[src/hw/rtl/blr_pkg.sv]
package blr_pkg;

   localparam int CoordBitsDefault = 10;
   localparam int QueueDepth       = 2;
   localparam int ColorBits        = 24;
   localparam logic [ColorBits-1:0] ColorReset = 24'h00FF00;

   typedef enum logic {
      CMD_LOAD = 1'b0,
      CMD_STEP = 1'b1
   } cmd_type;

   typedef struct packed {
      cmd_type cmd;
      logic    swapped;
      logic    major_neg;
      logic    minor_neg;
   } line_ctl_type;

   localparam int LineCtlBits = $bits(line_ctl_type);

endpackage

[src/hw/rtl/blr_front.sv]
module blr_front import blr_pkg::*; #(
   parameter int COORD_BITS = CoordBitsDefault
) (
   input  logic                    req_cmd,
   input  logic [COORD_BITS-1:0]   req_x_start,
   input  logic [COORD_BITS-1:0]   req_y_start,
   input  logic [COORD_BITS-1:0]   req_x_end,
   input  logic [COORD_BITS-1:0]   req_y_end,
   output line_ctl_type            ctl,
   output logic [4*COORD_BITS-1:0] data
);

   logic                  x_gt;
   logic                  y_gt;
   logic [COORD_BITS-1:0] adx;
   logic [COORD_BITS-1:0] ady;
   logic                  swap;

   always_comb begin
      x_gt = req_x_end > req_x_start;
      y_gt = req_y_end > req_y_start;
      adx  = x_gt ? req_x_end - req_x_start : req_x_start - req_x_end;
      ady  = y_gt ? req_y_end - req_y_start : req_y_start - req_y_end;
      swap = adx < ady;
      ctl.cmd     = cmd_type'(req_cmd);
      ctl.swapped = swap;
      if (swap) begin
         ctl.major_neg = !y_gt;
         ctl.minor_neg = !x_gt;
         data = {req_y_start, req_x_start, ady, adx};
      end else begin
         ctl.major_neg = !x_gt;
         ctl.minor_neg = !y_gt;
         data = {req_x_start, req_y_start, adx, ady};
      end
   end

endmodule

[src/hw/rtl/blr_queue.sv]
module blr_queue import blr_pkg::*; #(
   parameter int WIDTH = 8,
   parameter int DEPTH = QueueDepth
) (
   input  logic             clock,
   input  logic             reset,
   input  logic             push,
   input  logic [WIDTH-1:0] wdata,
   output logic             full,
   input  logic             pop,
   output logic [WIDTH-1:0] rdata,
   output logic             empty
);

   localparam int PtrBits = (DEPTH > 1) ? $clog2(DEPTH) : 1;
   localparam int CntBits = $clog2(DEPTH + 1);

   logic [WIDTH-1:0]   entry_ff [DEPTH];
   logic [PtrBits-1:0] wr_ptr_ff, wr_ptr_in;
   logic [PtrBits-1:0] rd_ptr_ff, rd_ptr_in;
   logic [CntBits-1:0] count_ff, count_in;
   logic               do_push;
   logic               do_pop;

   always_comb begin
      full    = count_ff == CntBits'(DEPTH);
      empty   = count_ff == '0;
      do_push = push && !full;
      do_pop  = pop && !empty;
      rdata   = entry_ff[rd_ptr_ff];

      wr_ptr_in = wr_ptr_ff;
      if (do_push) begin
         wr_ptr_in = (wr_ptr_ff == PtrBits'(DEPTH - 1)) ? '0 : wr_ptr_ff + 1'b1;
      end
      rd_ptr_in = rd_ptr_ff;
      if (do_pop) begin
         rd_ptr_in = (rd_ptr_ff == PtrBits'(DEPTH - 1)) ? '0 : rd_ptr_ff + 1'b1;
      end
      count_in = count_ff;
      if (do_push && !do_pop) begin
         count_in = count_ff + 1'b1;
      end else if (do_pop && !do_push) begin
         count_in = count_ff - 1'b1;
      end
   end

   always_ff @(posedge clock) begin
      if (reset) begin
         wr_ptr_ff <= '0;
         rd_ptr_ff <= '0;
         count_ff  <= '0;
      end else begin
         wr_ptr_ff <= wr_ptr_in;
         rd_ptr_ff <= rd_ptr_in;
         count_ff  <= count_in;
      end
   end

   always_ff @(posedge clock) begin
      if (do_push) begin
         entry_ff[wr_ptr_ff] <= wdata;
      end
   end

endmodule

[src/hw/rtl/blr_back.sv]
module blr_back import blr_pkg::*; #(
   parameter int COORD_BITS = CoordBitsDefault
) (
   input  logic                    clock,
   input  logic                    reset,
   input  logic                    q_empty,
   input  line_ctl_type            q_ctl,
   input  logic [4*COORD_BITS-1:0] q_data,
   output logic                    q_pop,
   input  logic                    csr_valid,
   input  logic [ColorBits-1:0]    csr_wdata,
   output logic                    rsp_empty,
   input  logic                    rsp_pop,
   output logic [COORD_BITS-1:0]   rsp_pixel_x,
   output logic [COORD_BITS-1:0]   rsp_pixel_y,
   output logic [ColorBits-1:0]    rsp_color,
   output logic                    rsp_last_pixel
);

   localparam int W       = COORD_BITS;
   localparam int DecBits = COORD_BITS + 3;

   logic [W-1:0] q_major_pos;
   logic [W-1:0] q_minor_pos;
   logic [W-1:0] q_major_delta;
   logic [W-1:0] q_minor_delta;

   logic [W-1:0]       major_pos_ff, major_pos_in;
   logic [W-1:0]       minor_pos_ff, minor_pos_in;
   logic [DecBits-1:0] dec_ff, dec_in;
   logic [DecBits-1:0] inc_pos_ff, inc_pos_in;
   logic [DecBits-1:0] inc_neg_ff, inc_neg_in;
   logic [W-1:0]       remaining_ff, remaining_in;
   logic               major_neg_ff, major_neg_in;
   logic               minor_neg_ff, minor_neg_in;
   logic               swapped_ff, swapped_in;
   logic [ColorBits-1:0] color_ff, color_in;

   logic                 rsp_valid_ff, rsp_valid_in;
   logic [W-1:0]         rsp_x_ff, rsp_x_in;
   logic [W-1:0]         rsp_y_ff, rsp_y_in;
   logic [ColorBits-1:0] rsp_color_ff, rsp_color_in;
   logic                 rsp_last_ff, rsp_last_in;

   logic slot_free;
   logic is_load;
   logic is_step;

   always_comb begin
      {q_major_pos, q_minor_pos, q_major_delta, q_minor_delta} = q_data;
      slot_free = !rsp_valid_ff || rsp_pop;
      q_pop     = !q_empty && slot_free;
      is_load   = q_pop && (q_ctl.cmd == CMD_LOAD);
      is_step   = q_pop && (q_ctl.cmd == CMD_STEP) && (remaining_ff != '0);

      major_pos_in = major_pos_ff;
      minor_pos_in = minor_pos_ff;
      dec_in       = dec_ff;
      inc_pos_in   = inc_pos_ff;
      inc_neg_in   = inc_neg_ff;
      remaining_in = remaining_ff;
      major_neg_in = major_neg_ff;
      minor_neg_in = minor_neg_ff;
      swapped_in   = swapped_ff;
      color_in     = csr_valid ? csr_wdata : color_ff;

      rsp_x_in     = rsp_x_ff;
      rsp_y_in     = rsp_y_ff;
      rsp_color_in = rsp_color_ff;
      rsp_last_in  = rsp_last_ff;
      rsp_valid_in = rsp_valid_ff && !rsp_pop;

      if (is_load) begin
         major_pos_in = q_major_pos;
         minor_pos_in = q_minor_pos;
         inc_pos_in   = DecBits'({q_minor_delta, 1'b0});
         inc_neg_in   = DecBits'({q_minor_delta, 1'b0}) - DecBits'({q_major_delta, 1'b0});
         dec_in       = DecBits'({q_minor_delta, 1'b0}) - DecBits'(q_major_delta);
         remaining_in = q_major_delta;
         major_neg_in = q_ctl.major_neg;
         minor_neg_in = q_ctl.minor_neg;
         swapped_in   = q_ctl.swapped;
      end else if (is_step) begin
         rsp_valid_in = 1'b1;
         rsp_x_in     = swapped_ff ? minor_pos_ff : major_pos_ff;
         rsp_y_in     = swapped_ff ? major_pos_ff : minor_pos_ff;
         rsp_color_in = color_ff;
         rsp_last_in  = remaining_ff == W'(1);
         major_pos_in = major_neg_ff ? major_pos_ff - 1'b1 : major_pos_ff + 1'b1;
         if (dec_ff[DecBits-1]) begin
            dec_in = dec_ff + inc_pos_ff;
         end else begin
            minor_pos_in = minor_neg_ff ? minor_pos_ff - 1'b1 : minor_pos_ff + 1'b1;
            dec_in       = dec_ff + inc_neg_ff;
         end
         remaining_in = remaining_ff - 1'b1;
      end
   end

   always_ff @(posedge clock) begin
      if (reset) begin
         remaining_ff <= '0;
         rsp_valid_ff <= 1'b0;
         color_ff     <= ColorReset;
      end else begin
         remaining_ff <= remaining_in;
         rsp_valid_ff <= rsp_valid_in;
         color_ff     <= color_in;
      end
   end

   always_ff @(posedge clock) begin
      major_pos_ff <= major_pos_in;
      minor_pos_ff <= minor_pos_in;
      dec_ff       <= dec_in;
      inc_pos_ff   <= inc_pos_in;
      inc_neg_ff   <= inc_neg_in;
      major_neg_ff <= major_neg_in;
      minor_neg_ff <= minor_neg_in;
      swapped_ff   <= swapped_in;
      rsp_x_ff     <= rsp_x_in;
      rsp_y_ff     <= rsp_y_in;
      rsp_color_ff <= rsp_color_in;
      rsp_last_ff  <= rsp_last_in;
   end

   assign rsp_empty      = !rsp_valid_ff;
   assign rsp_pixel_x    = rsp_x_ff;
   assign rsp_pixel_y    = rsp_y_ff;
   assign rsp_color      = rsp_color_ff;
   assign rsp_last_pixel = rsp_last_ff;

endmodule

[src/hw/rtl/bresenham_line_rasterizer.sv]
// Bresenham line rasterizer.
// Request side is a queue: write an item with req_push while req_full is low.
// req_cmd = 0 loads a line from (x_start, y_start) to (x_end, y_end) and
// replaces any active line; req_cmd = 1 asks for the next pixel of the line.
// Response side is a queue: while rsp_empty is low the oldest pixel is on the
// rsp_ ports; take it with rsp_pop. The end point is not drawn, so a line
// whose longer axis spans M steps gives M pixels; rsp_last_pixel marks the
// final one. Step items on an idle or finished line give no pixel.
// csr_wdata sets the pixel color (reset 0x00FF00); csr_ready is always high.
// A step item goes through the queue entry and then the output register before
// its pixel shows. Throughput: one item per cycle while the output is not stalled;
// the walker does one decision add and one sign test per pixel; a two-entry queue
// decouples the decoder from the walker. When rsp_pop stays low the single output
// register holds, the walker stalls and the queue fills, so req_full goes high.
// Reset (synchronous) empties both queues and stops any active line.
module bresenham_line_rasterizer import blr_pkg::*; #(
   parameter int COORD_BITS = CoordBitsDefault
) (
   input  logic                  clock,
   input  logic                  reset,
   input  logic                  req_push,
   output logic                  req_full,
   input  logic                  req_cmd,
   input  logic [COORD_BITS-1:0] req_x_start,
   input  logic [COORD_BITS-1:0] req_y_start,
   input  logic [COORD_BITS-1:0] req_x_end,
   input  logic [COORD_BITS-1:0] req_y_end,
   output logic                  rsp_empty,
   input  logic                  rsp_pop,
   output logic [COORD_BITS-1:0] rsp_pixel_x,
   output logic [COORD_BITS-1:0] rsp_pixel_y,
   output logic [ColorBits-1:0]  rsp_color,
   output logic                  rsp_last_pixel,
   input  logic                  csr_valid,
   output logic                  csr_ready,
   input  logic [ColorBits-1:0]  csr_wdata
);

   localparam int DataBits  = 4 * COORD_BITS;
   localparam int EntryBits = LineCtlBits + DataBits;

   line_ctl_type          front_ctl;
   logic [DataBits-1:0]   front_data;
   logic [EntryBits-1:0]  q_rdata;
   logic                  q_empty;
   logic                  q_pop;
   line_ctl_type          q_ctl;
   logic [DataBits-1:0]   q_data;

   blr_front #(
      .COORD_BITS(COORD_BITS)
   ) u_front (
      .req_cmd     (req_cmd),
      .req_x_start (req_x_start),
      .req_y_start (req_y_start),
      .req_x_end   (req_x_end),
      .req_y_end   (req_y_end),
      .ctl         (front_ctl),
      .data        (front_data)
   );

   blr_queue #(
      .WIDTH(EntryBits),
      .DEPTH(QueueDepth)
   ) u_queue (
      .clock (clock),
      .reset (reset),
      .push  (req_push),
      .wdata ({front_ctl, front_data}),
      .full  (req_full),
      .pop   (q_pop),
      .rdata (q_rdata),
      .empty (q_empty)
   );

   assign q_ctl  = line_ctl_type'(q_rdata[EntryBits-1:DataBits]);
   assign q_data = q_rdata[DataBits-1:0];

   blr_back #(
      .COORD_BITS(COORD_BITS)
   ) u_back (
      .clock          (clock),
      .reset          (reset),
      .q_empty        (q_empty),
      .q_ctl          (q_ctl),
      .q_data         (q_data),
      .q_pop          (q_pop),
      .csr_valid      (csr_valid),
      .csr_wdata      (csr_wdata),
      .rsp_empty      (rsp_empty),
      .rsp_pop        (rsp_pop),
      .rsp_pixel_x    (rsp_pixel_x),
      .rsp_pixel_y    (rsp_pixel_y),
      .rsp_color      (rsp_color),
      .rsp_last_pixel (rsp_last_pixel)
   );

   assign csr_ready = 1'b1;

endmodule

[config.mk]
export PLATFORM = sky130hd
export DESIGN_NAME = bresenham_line_rasterizer
export DESIGN_NICKNAME = d
export VERILOG_FILES = /design/src/hw/rtl/blr_pkg.sv /design/src/hw/rtl/blr_front.sv /design/src/hw/rtl/blr_queue.sv /design/src/hw/rtl/blr_back.sv /design/src/hw/rtl/bresenham_line_rasterizer.sv
export SDC_FILE = /design/constraint.sdc
export NUM_CORES = 1
export LEC_CHECK = 0
export BUFFER_PORTS_ARGS = -buffer_cell sky130_fd_sc_hd__buf_4
export CORE_ASPECT_RATIO = 0.8
export CORE_UTILIZATION = 55
export DETAILED_ROUTE_END_ITERATION = 8
export GPL_ROUTABILITY_DRIVEN = 1
export PLACE_DENSITY = 0.75
export SKIP_CTS_REPAIR_TIMING = 1
export SLEW_MARGIN = 20
export SYNTH_ARGS = -nofsm -noshare
export SYNTH_HDL_FRONTEND = slang
export SYNTH_SLANG_ARGS = --single-unit
[constraint.sdc]
create_clock -name clock -period 8.4 [get_ports clock]
set_clock_uncertainty 0.15 [all_clocks]
set_input_delay 0 -clock clock [delete_from_list [all_inputs] [get_ports clock]]
set_output_delay 0 -clock clock [all_outputs]
set_load 0.1 [all_outputs]
==> results of run 1 <==
kinds of logic (layout without fill, tap and decap cells):
group,after synthesis,in the layout
compound gates,258,258
xor+xnor,53,53
simple gates,230,230
other cells,1,1
mux,113,113
fa+ha+maj,105,105
flops,229,229
buf+inv,130,352
power breakdown:
| part | internal, mW | leakage, nW | switching (mW) |
|---|---|---|---|
| registers | 1.91 | 2.09 | 0.183 |
| clock network | 0.573 | 0.368 | 0.435 |
| logic | 1.33 | 3.98 | 2.26 |
| total | 3.81 | 6.44 | 2.88 |
worst reg2reg max path, delay by kind of cell, from the launching register on:
family | cells | cell delay, ns
AO/OA/AOI/OAI | 5 | 1.12
buffers and inverters | 2 | 0.73
multiplexers | 1 | 0.45
adder cells (fa/ha/maj) | 1 | 0.39
flip-flops | 1 | 0.33
XOR/XNOR | 1 | 0.18
AND/OR/NAND/NOR | 1 | 0.15
state kept, by name (all words and copies together) (netlist names), 2 cells and up, named ones only:
name                 flops
u_back.dec_ff           12
u_back.color_ff         24
u_back.remaining_ff     10
u_back.rsp_pixel_x      10
u_back.inc_neg_ff       11
u_back.major_pos_ff     10
u_back.inc_pos_ff       10
u_queue.count_ff         2
u_back.rsp_color        24
u_back.minor_pos_ff     10
u_back.rsp_pixel_y      10
u_queue.entry_ff        88
layout by cell type, fill, tap and decap left out, types with 39 or more instances in the layout:
cell type	instances
o21ai_0	70
edfxtp_1	189
dfxtp_1	39
buf_4	121
nand2_1	51
inv_1	88
mux2i_1	75
a21oi_1	74
ha_1	96
dlygate4sd3_1	99
nor2_1	77
layout make-up:
type | count | area [sq um]
clock buffer | 33 | 686
clock inverter | 8 | 57.6
fill | 1621 | 6980
inverter | 91 | 343
multi-input combinational | 760 | 5800
sequential | 229 | 6480
tap | 306 | 383
timing repair buffer | 220 | 1900
how the worst max path moves through the flow:
| stage | to | cells past startpoint |
|---|---|---|
| floorplan | u_queue.entry_ff[0][20] | 19 |
| global placement | u_queue.entry_ff[0][3] | 18 |
| detailed placement | u_queue.entry_ff[0][15] | 18 |
| CTS | u_queue.entry_ff[1][8] | 18 |
| global route | u_queue.entry_ff[1][30] | 19 |
| finish | u_queue.entry_ff[0][30] | 18 |
per-stage QoR:
stage | utilization, % | instance area [sq um] | hold WS, ns
floorplan | - | 12800 | -0.0511
global placement | 61.5 | 13900 | 0.0374
detailed placement | 61.5 | 13900 | 0.0411
CTS | 64.7 | 14600 | -0.507
global route | 69.1 | 15600 | 0.0169
finish | 69.1 | 15600 | 0.00460
metal layers:
metal  share of wire, %  vias up
met5                  0        -
met4                1.9        0
met3                5.2       46
met2                 48      297
met1                 45     4329
li1                   -     4504
==> metrics, run 1 <==
status finished, final reports clean; global route hottest layer met2; core region area 22600 sq um; Num CTS Buffers 23; Total GRT Usage 22.8%; kind of cell adding the most delay to the critical path compound AO/OA/AOI/OAI gates; CP arrival 5.58 ns; total negative slack 0 ns; main combinational cell family by area after synthesis compound AO/OA/AOI/OAI gates; Final Hold Viols 0; Critical Path RT 8.51 ns; final WL 29400 um; Async S/R FF share, synth 0%; Buf/Inv on CP 5; Final setup viols 0; proportion of layout cells with a drive suffix above 1 16.0%; crit end category register; Hold EP u_queue.entry_ff[0][10]; Die H 138 um; area delta synth->final 22.6%; reg-to-reg endpoint u_back.dec_ff[10]; CP Cell Sequence dlygate4sd3_1, buf_4, ha_1, inv_1, fa_1, a21oi_1, o221ai_1, o31ai_2, mux2i_1, xor2_1, ha_1, o21ai_0, o21ai_1, a221oi_1, o21ai_4, buf_4, o21ai_0, dlygate4sd3_1; CTS tree yes; RSZ-0062 raised after global routing no; Final Max Tran Viols 0; Min Clock Period, post-route 5.48 ns; root buffer cell clkbuf_16; CP max stage cell o31ai_2; met1 Usage GRT 32.7%; Reg2Reg Depth 11; Post-Synth Adder-Cell Area 10.8%; crit-path max FO 34; flop2flop setup slack 4.60 ns; Synth Warn # 0; CTS H-Tree Depth 1; worst skew pair latency 0.53 ns; Inst Count DP 1507; GRT overflow 0; commonest cells in the netlist edfxtp_1, ha_1, inv_1; hold path depth 3; count leader, synth edfxtp_1; Detail Route Antenna Nets 0; die width 172 um; synth top area cells edfxtp_1, ha_1, dfxtp_1, mux2i_1, mux2_2; Post-synth EDFFs 189; worst-margin pin slew 1.07 ns; post-DP HPWL 19800 um; critical path launch point type input port; post-synth top area share 44.5%; Residual DRC 0; slowest stage delay, CP 0.83 ns; Initial Utilization 56.4%; Power, Total 6.69 mW; Max-slew headroom 28.8%; pre-CTS WS 3.21 ns; Compound-Gate Fraction of Synth Area 12.6%; Syn Area/Cell 11.4 sq um; Worst Hold Class input port to register; net count after synthesis 1294; Routed wire per std cell 17.9 um; post-synthesis register bit count 229; CTS Sinks 229; initial antenna violation count 0; GRT met3 Usage 2.66%; post-synthesis mux area share 9.27%; clock-pin slew on the worst setup and hold paths 0.06 ns; Post-Layout Cell Count 1647; Synth area leader edfxtp_1; Pwr per Cell Area 428 nW/um^2; Final nets 1500; Post-Synthesis Cells 1119; Max clock buf depth 3; max-cap viol count 0; final cycle utilization of the critical path 65.2%; Post-Synth Simple-Gate Area 8.80%; worst setup margin 2.92 ns; Seq/Total Area, Yosys 50.8%; number of diodes 0; prevailing post-synth register cell edfxtp_1; Iter 0 DRT Violations 576; vias after detailed routing 9176; Vias/cell 5.57; VDD IR max 0.000211 V; Yosys cell types 69; Hold Startpoint req_y_end[0]; 1st-pass router iterations 5; Pleak 6.44 nW; first-pass GRT wire length 42500 um; full die area 23800 sq um; Ports 118; Std-Cell Rows 49; Synth Area in XOR/XNOR 3.64%; grt met2 use 37.1%; Buffers on Ports 116; vias in the first global route 8329; Critical Path Start req_y_start[0]; fmax 183 MHz; Mapped Area 12800 sq um; placer congestion estimate 0.902; largest net degree at the start of global routing 58; worst setup path category input port to register
Note: power is estimated with default switching activity, not from simulation.
==> run 2: changes to the inputs <==
--- a/config.mk
+++ b/config.mk
@@ -7,10 +7,10 @@
 export LEC_CHECK = 0
 export BUFFER_PORTS_ARGS = -buffer_cell sky130_fd_sc_hd__buf_4
 export CORE_ASPECT_RATIO = 0.8
-export CORE_UTILIZATION = 55
+export CORE_UTILIZATION = 54
 export DETAILED_ROUTE_END_ITERATION = 8
 export GPL_ROUTABILITY_DRIVEN = 1
-export PLACE_DENSITY = 0.75
+export PLACE_DENSITY = 0.76
 export SKIP_CTS_REPAIR_TIMING = 1
 export SLEW_MARGIN = 20
 export SYNTH_ARGS = -nofsm -noshare
==> constraint.sdc (replaced) <==
create_clock -name clock -period 4.6 [get_ports clock]
set_clock_uncertainty 0.15 [all_clocks]
set_input_delay 0 -clock clock [delete_from_list [all_inputs] [get_ports clock]]
set_output_delay 0 -clock clock [all_outputs]
set_load 0.1 [all_outputs]
==> metrics, run 2 (synthesized netlist as in run 1, its figures left out) <==
status finished, final reports clean; Pleak 6.45 nW; CP arrival 4.37 ns; Power, Total 12.2 mW; Final Hold Viols 0; initial antenna violation count 0; Num CTS Buffers 23; kind of cell adding the most delay to the critical path compound AO/OA/AOI/OAI gates; core region area 22800 sq um; reg-to-reg endpoint u_back.inc_neg_ff[9]; commonest non-fill, non-tap cell in the layout edfxtp_1; CTS H-Tree Depth 1; Buf/Inv on CP 5; Ports 118; Residual DRC 0; switching share of power 43.0%; number of diodes 0; Critical Path RT 4.66 ns; Total GRT Usage 22.3%; final WL 29600 um; vias after detailed routing 9302; Worst Hold Class input port to register; clock power share 15.2%; critical path launch point type input port; Final Util 68.7%; CTS tree yes; placed inst area 13900 sq um; vias in the first global route 8354; CTS Sinks 229; proportion of layout cells with a drive suffix above 1 16.3%; placer congestion estimate 0.956; Pwr per Cell Area 775 nW/um^2; first-pass GRT wire length 43100 um; Iter 0 DRT Violations 827; Vias/cell 5.63; worst-margin pin slew 0.938 ns; Most flops, register u_queue.entry_ff; Sw Pwr 5.23 mW; root buffer cell clkbuf_16; Final nets 1505; post-DP HPWL 20200 um; GRT overflow 0; final cycle utilization of the critical path 93.6%; Final setup viols 0; Stages on worst setup path 18; worst skew pair latency 0.54 ns; Setup crit end u_queue.entry_ff[1][31]; CP Cell Sequence buf_4, dlygate4sd3_1, inv_1, ha_1, nand4_1, o32ai_1, nor2_4, mux2i_1, xor2_1, inv_1, ha_1, o21ai_0, a21oi_1, a221oi_1, o21ai_4, buf_4, nand2_1, o21ai_0; Max clock buf depth 3; Routed wire per std cell 17.9 um; Min Clock Period, post-route 4.30 ns; Std-Cell Rows 49; Max-slew headroom 37.5%; Detail Route Antenna Nets 0; Initial Utilization 55.9%; fmax 232 MHz; largest net degree at the start of global routing 59; die width 174 um; internal power 6.92 mW; post-route cell area 15700 sq um; leading cell types in the layout, fill and taps excluded edfxtp_1, buf_4, dlygate4sd3_1; Buffers on Ports 116; slowest stage delay, CP 0.58 ns; 1st-pass router iterations 7; area delta synth->final 22.8%; crit-path max FO 58; full die area 24300 sq um; flop2flop setup slack 1.19 ns; # fillers 1640; Critical Path Start req_x_start[0]; combinational share of power 53.3%; max-cap viol count 0; crit end category register; hold path depth 4; max reg flops 88; clock-pin slew on the worst setup and hold paths 0.06 ns; VDD IR max 0.000384 V; CP max stage cell dlygate4sd3_1; Die H 139 um; Final Max Tran Viols 0; Reg power frac 31.4%; worst setup path category input port to register; Reg2Reg Depth 11
[run 2: changes by cell type in the layout (fill, tap and decap cells not counted)]
cell / delta
clkbuf_16: -2
nand2_2: -1
and3_4: +1
nand2_1: +1
buf_4: +5
clkinv_1: -2
clkinv_2: +2
inv_4: +1
bufinv_16: +2
inv_8: -1
clkbuf_8: -2
and3_2: -1
clkinvlp_4: +1
clkbuf_1: +2
[run 2: final cells by class]
class | instances | area (sq um) | area share (%)
repair buffers | 225 | 1940 | 12.4
inverters | 91 | 343 | 2.19
clock inverters | 11 | 123 | 0.782
clock buffers | 31 | 616 | 3.93
flip-flops and latches | 229 | 6480 | 41.3
well taps | 306 | 383 | 2.44
multi-input cells | 760 | 5800 | 37.0
[run 2: worst register-to-register path, delay by kind of cell (launching register included)]
family          cells  cell delay [ns]
buf+inv             1             0.34
mux                 1             0.48
xor+xnor            1             0.18
flops               1             0.52
simple gates        2             0.17
compound gates      4             0.82
fa+ha+maj           2             0.50
[run 2: through the flow]
step / setup WS [ns] / TNS [ns] / std cells / hold slack, ns
5_1_grt: -0.0126 / -0.0466 / 1653 / 0.0502
2_1_floorplan: 0.878 / 0 / 1119 / -0.0511
4_1_cts: 0.718 / 0 / 1554 / -0.512
3_3_place_gp: 0.359 / 0 / 1512 / 0.0358
6_report: 0.295 / 0 / 1653 / 0.0328
3_5_place_dp: 0.187 / 0 / 1512 / 0.0425
[run 2: metal layers]
layer / vias up / track usage [%] / wire [um]
met5: - / 0 / 0
met4: 0 / 7.02 / 861
met3: 54 / 3.44 / 1890
met2: 365 / 35.2 / 13800
met1: 4384 / 31.7 / 13000
li1: 4499 / - / -
[run 2: worst min-delay path by stage]
| stage | endpoint | startpoint |
|---|---|---|
| 2_1_floorplan | u_queue.entry_ff[0][43] | req_cmd |
| 3_3_place_gp | u_queue.entry_ff[0][43] | req_cmd |
| 3_5_place_dp | u_queue.entry_ff[1][43] | req_cmd |
| 4_1_cts | u_queue.entry_ff[0][43] | req_cmd |
| 5_1_grt | u_queue.entry_ff[0][43] | req_cmd |
| 6_report | u_queue.entry_ff[0][11] | req_y_end[1] |
[run 2: power groups by stage]
stage                     clock [mW]  sequential [mW]  combinational [mW]
after global routing            1.97             3.89                7.12
after detailed placement           0             3.85                6.31
after global placement             0             3.82                6.15
after CTS                       1.87             3.81                6.35
final                           1.85             3.82                6.48
after floorplan                    0             4.63                4.11
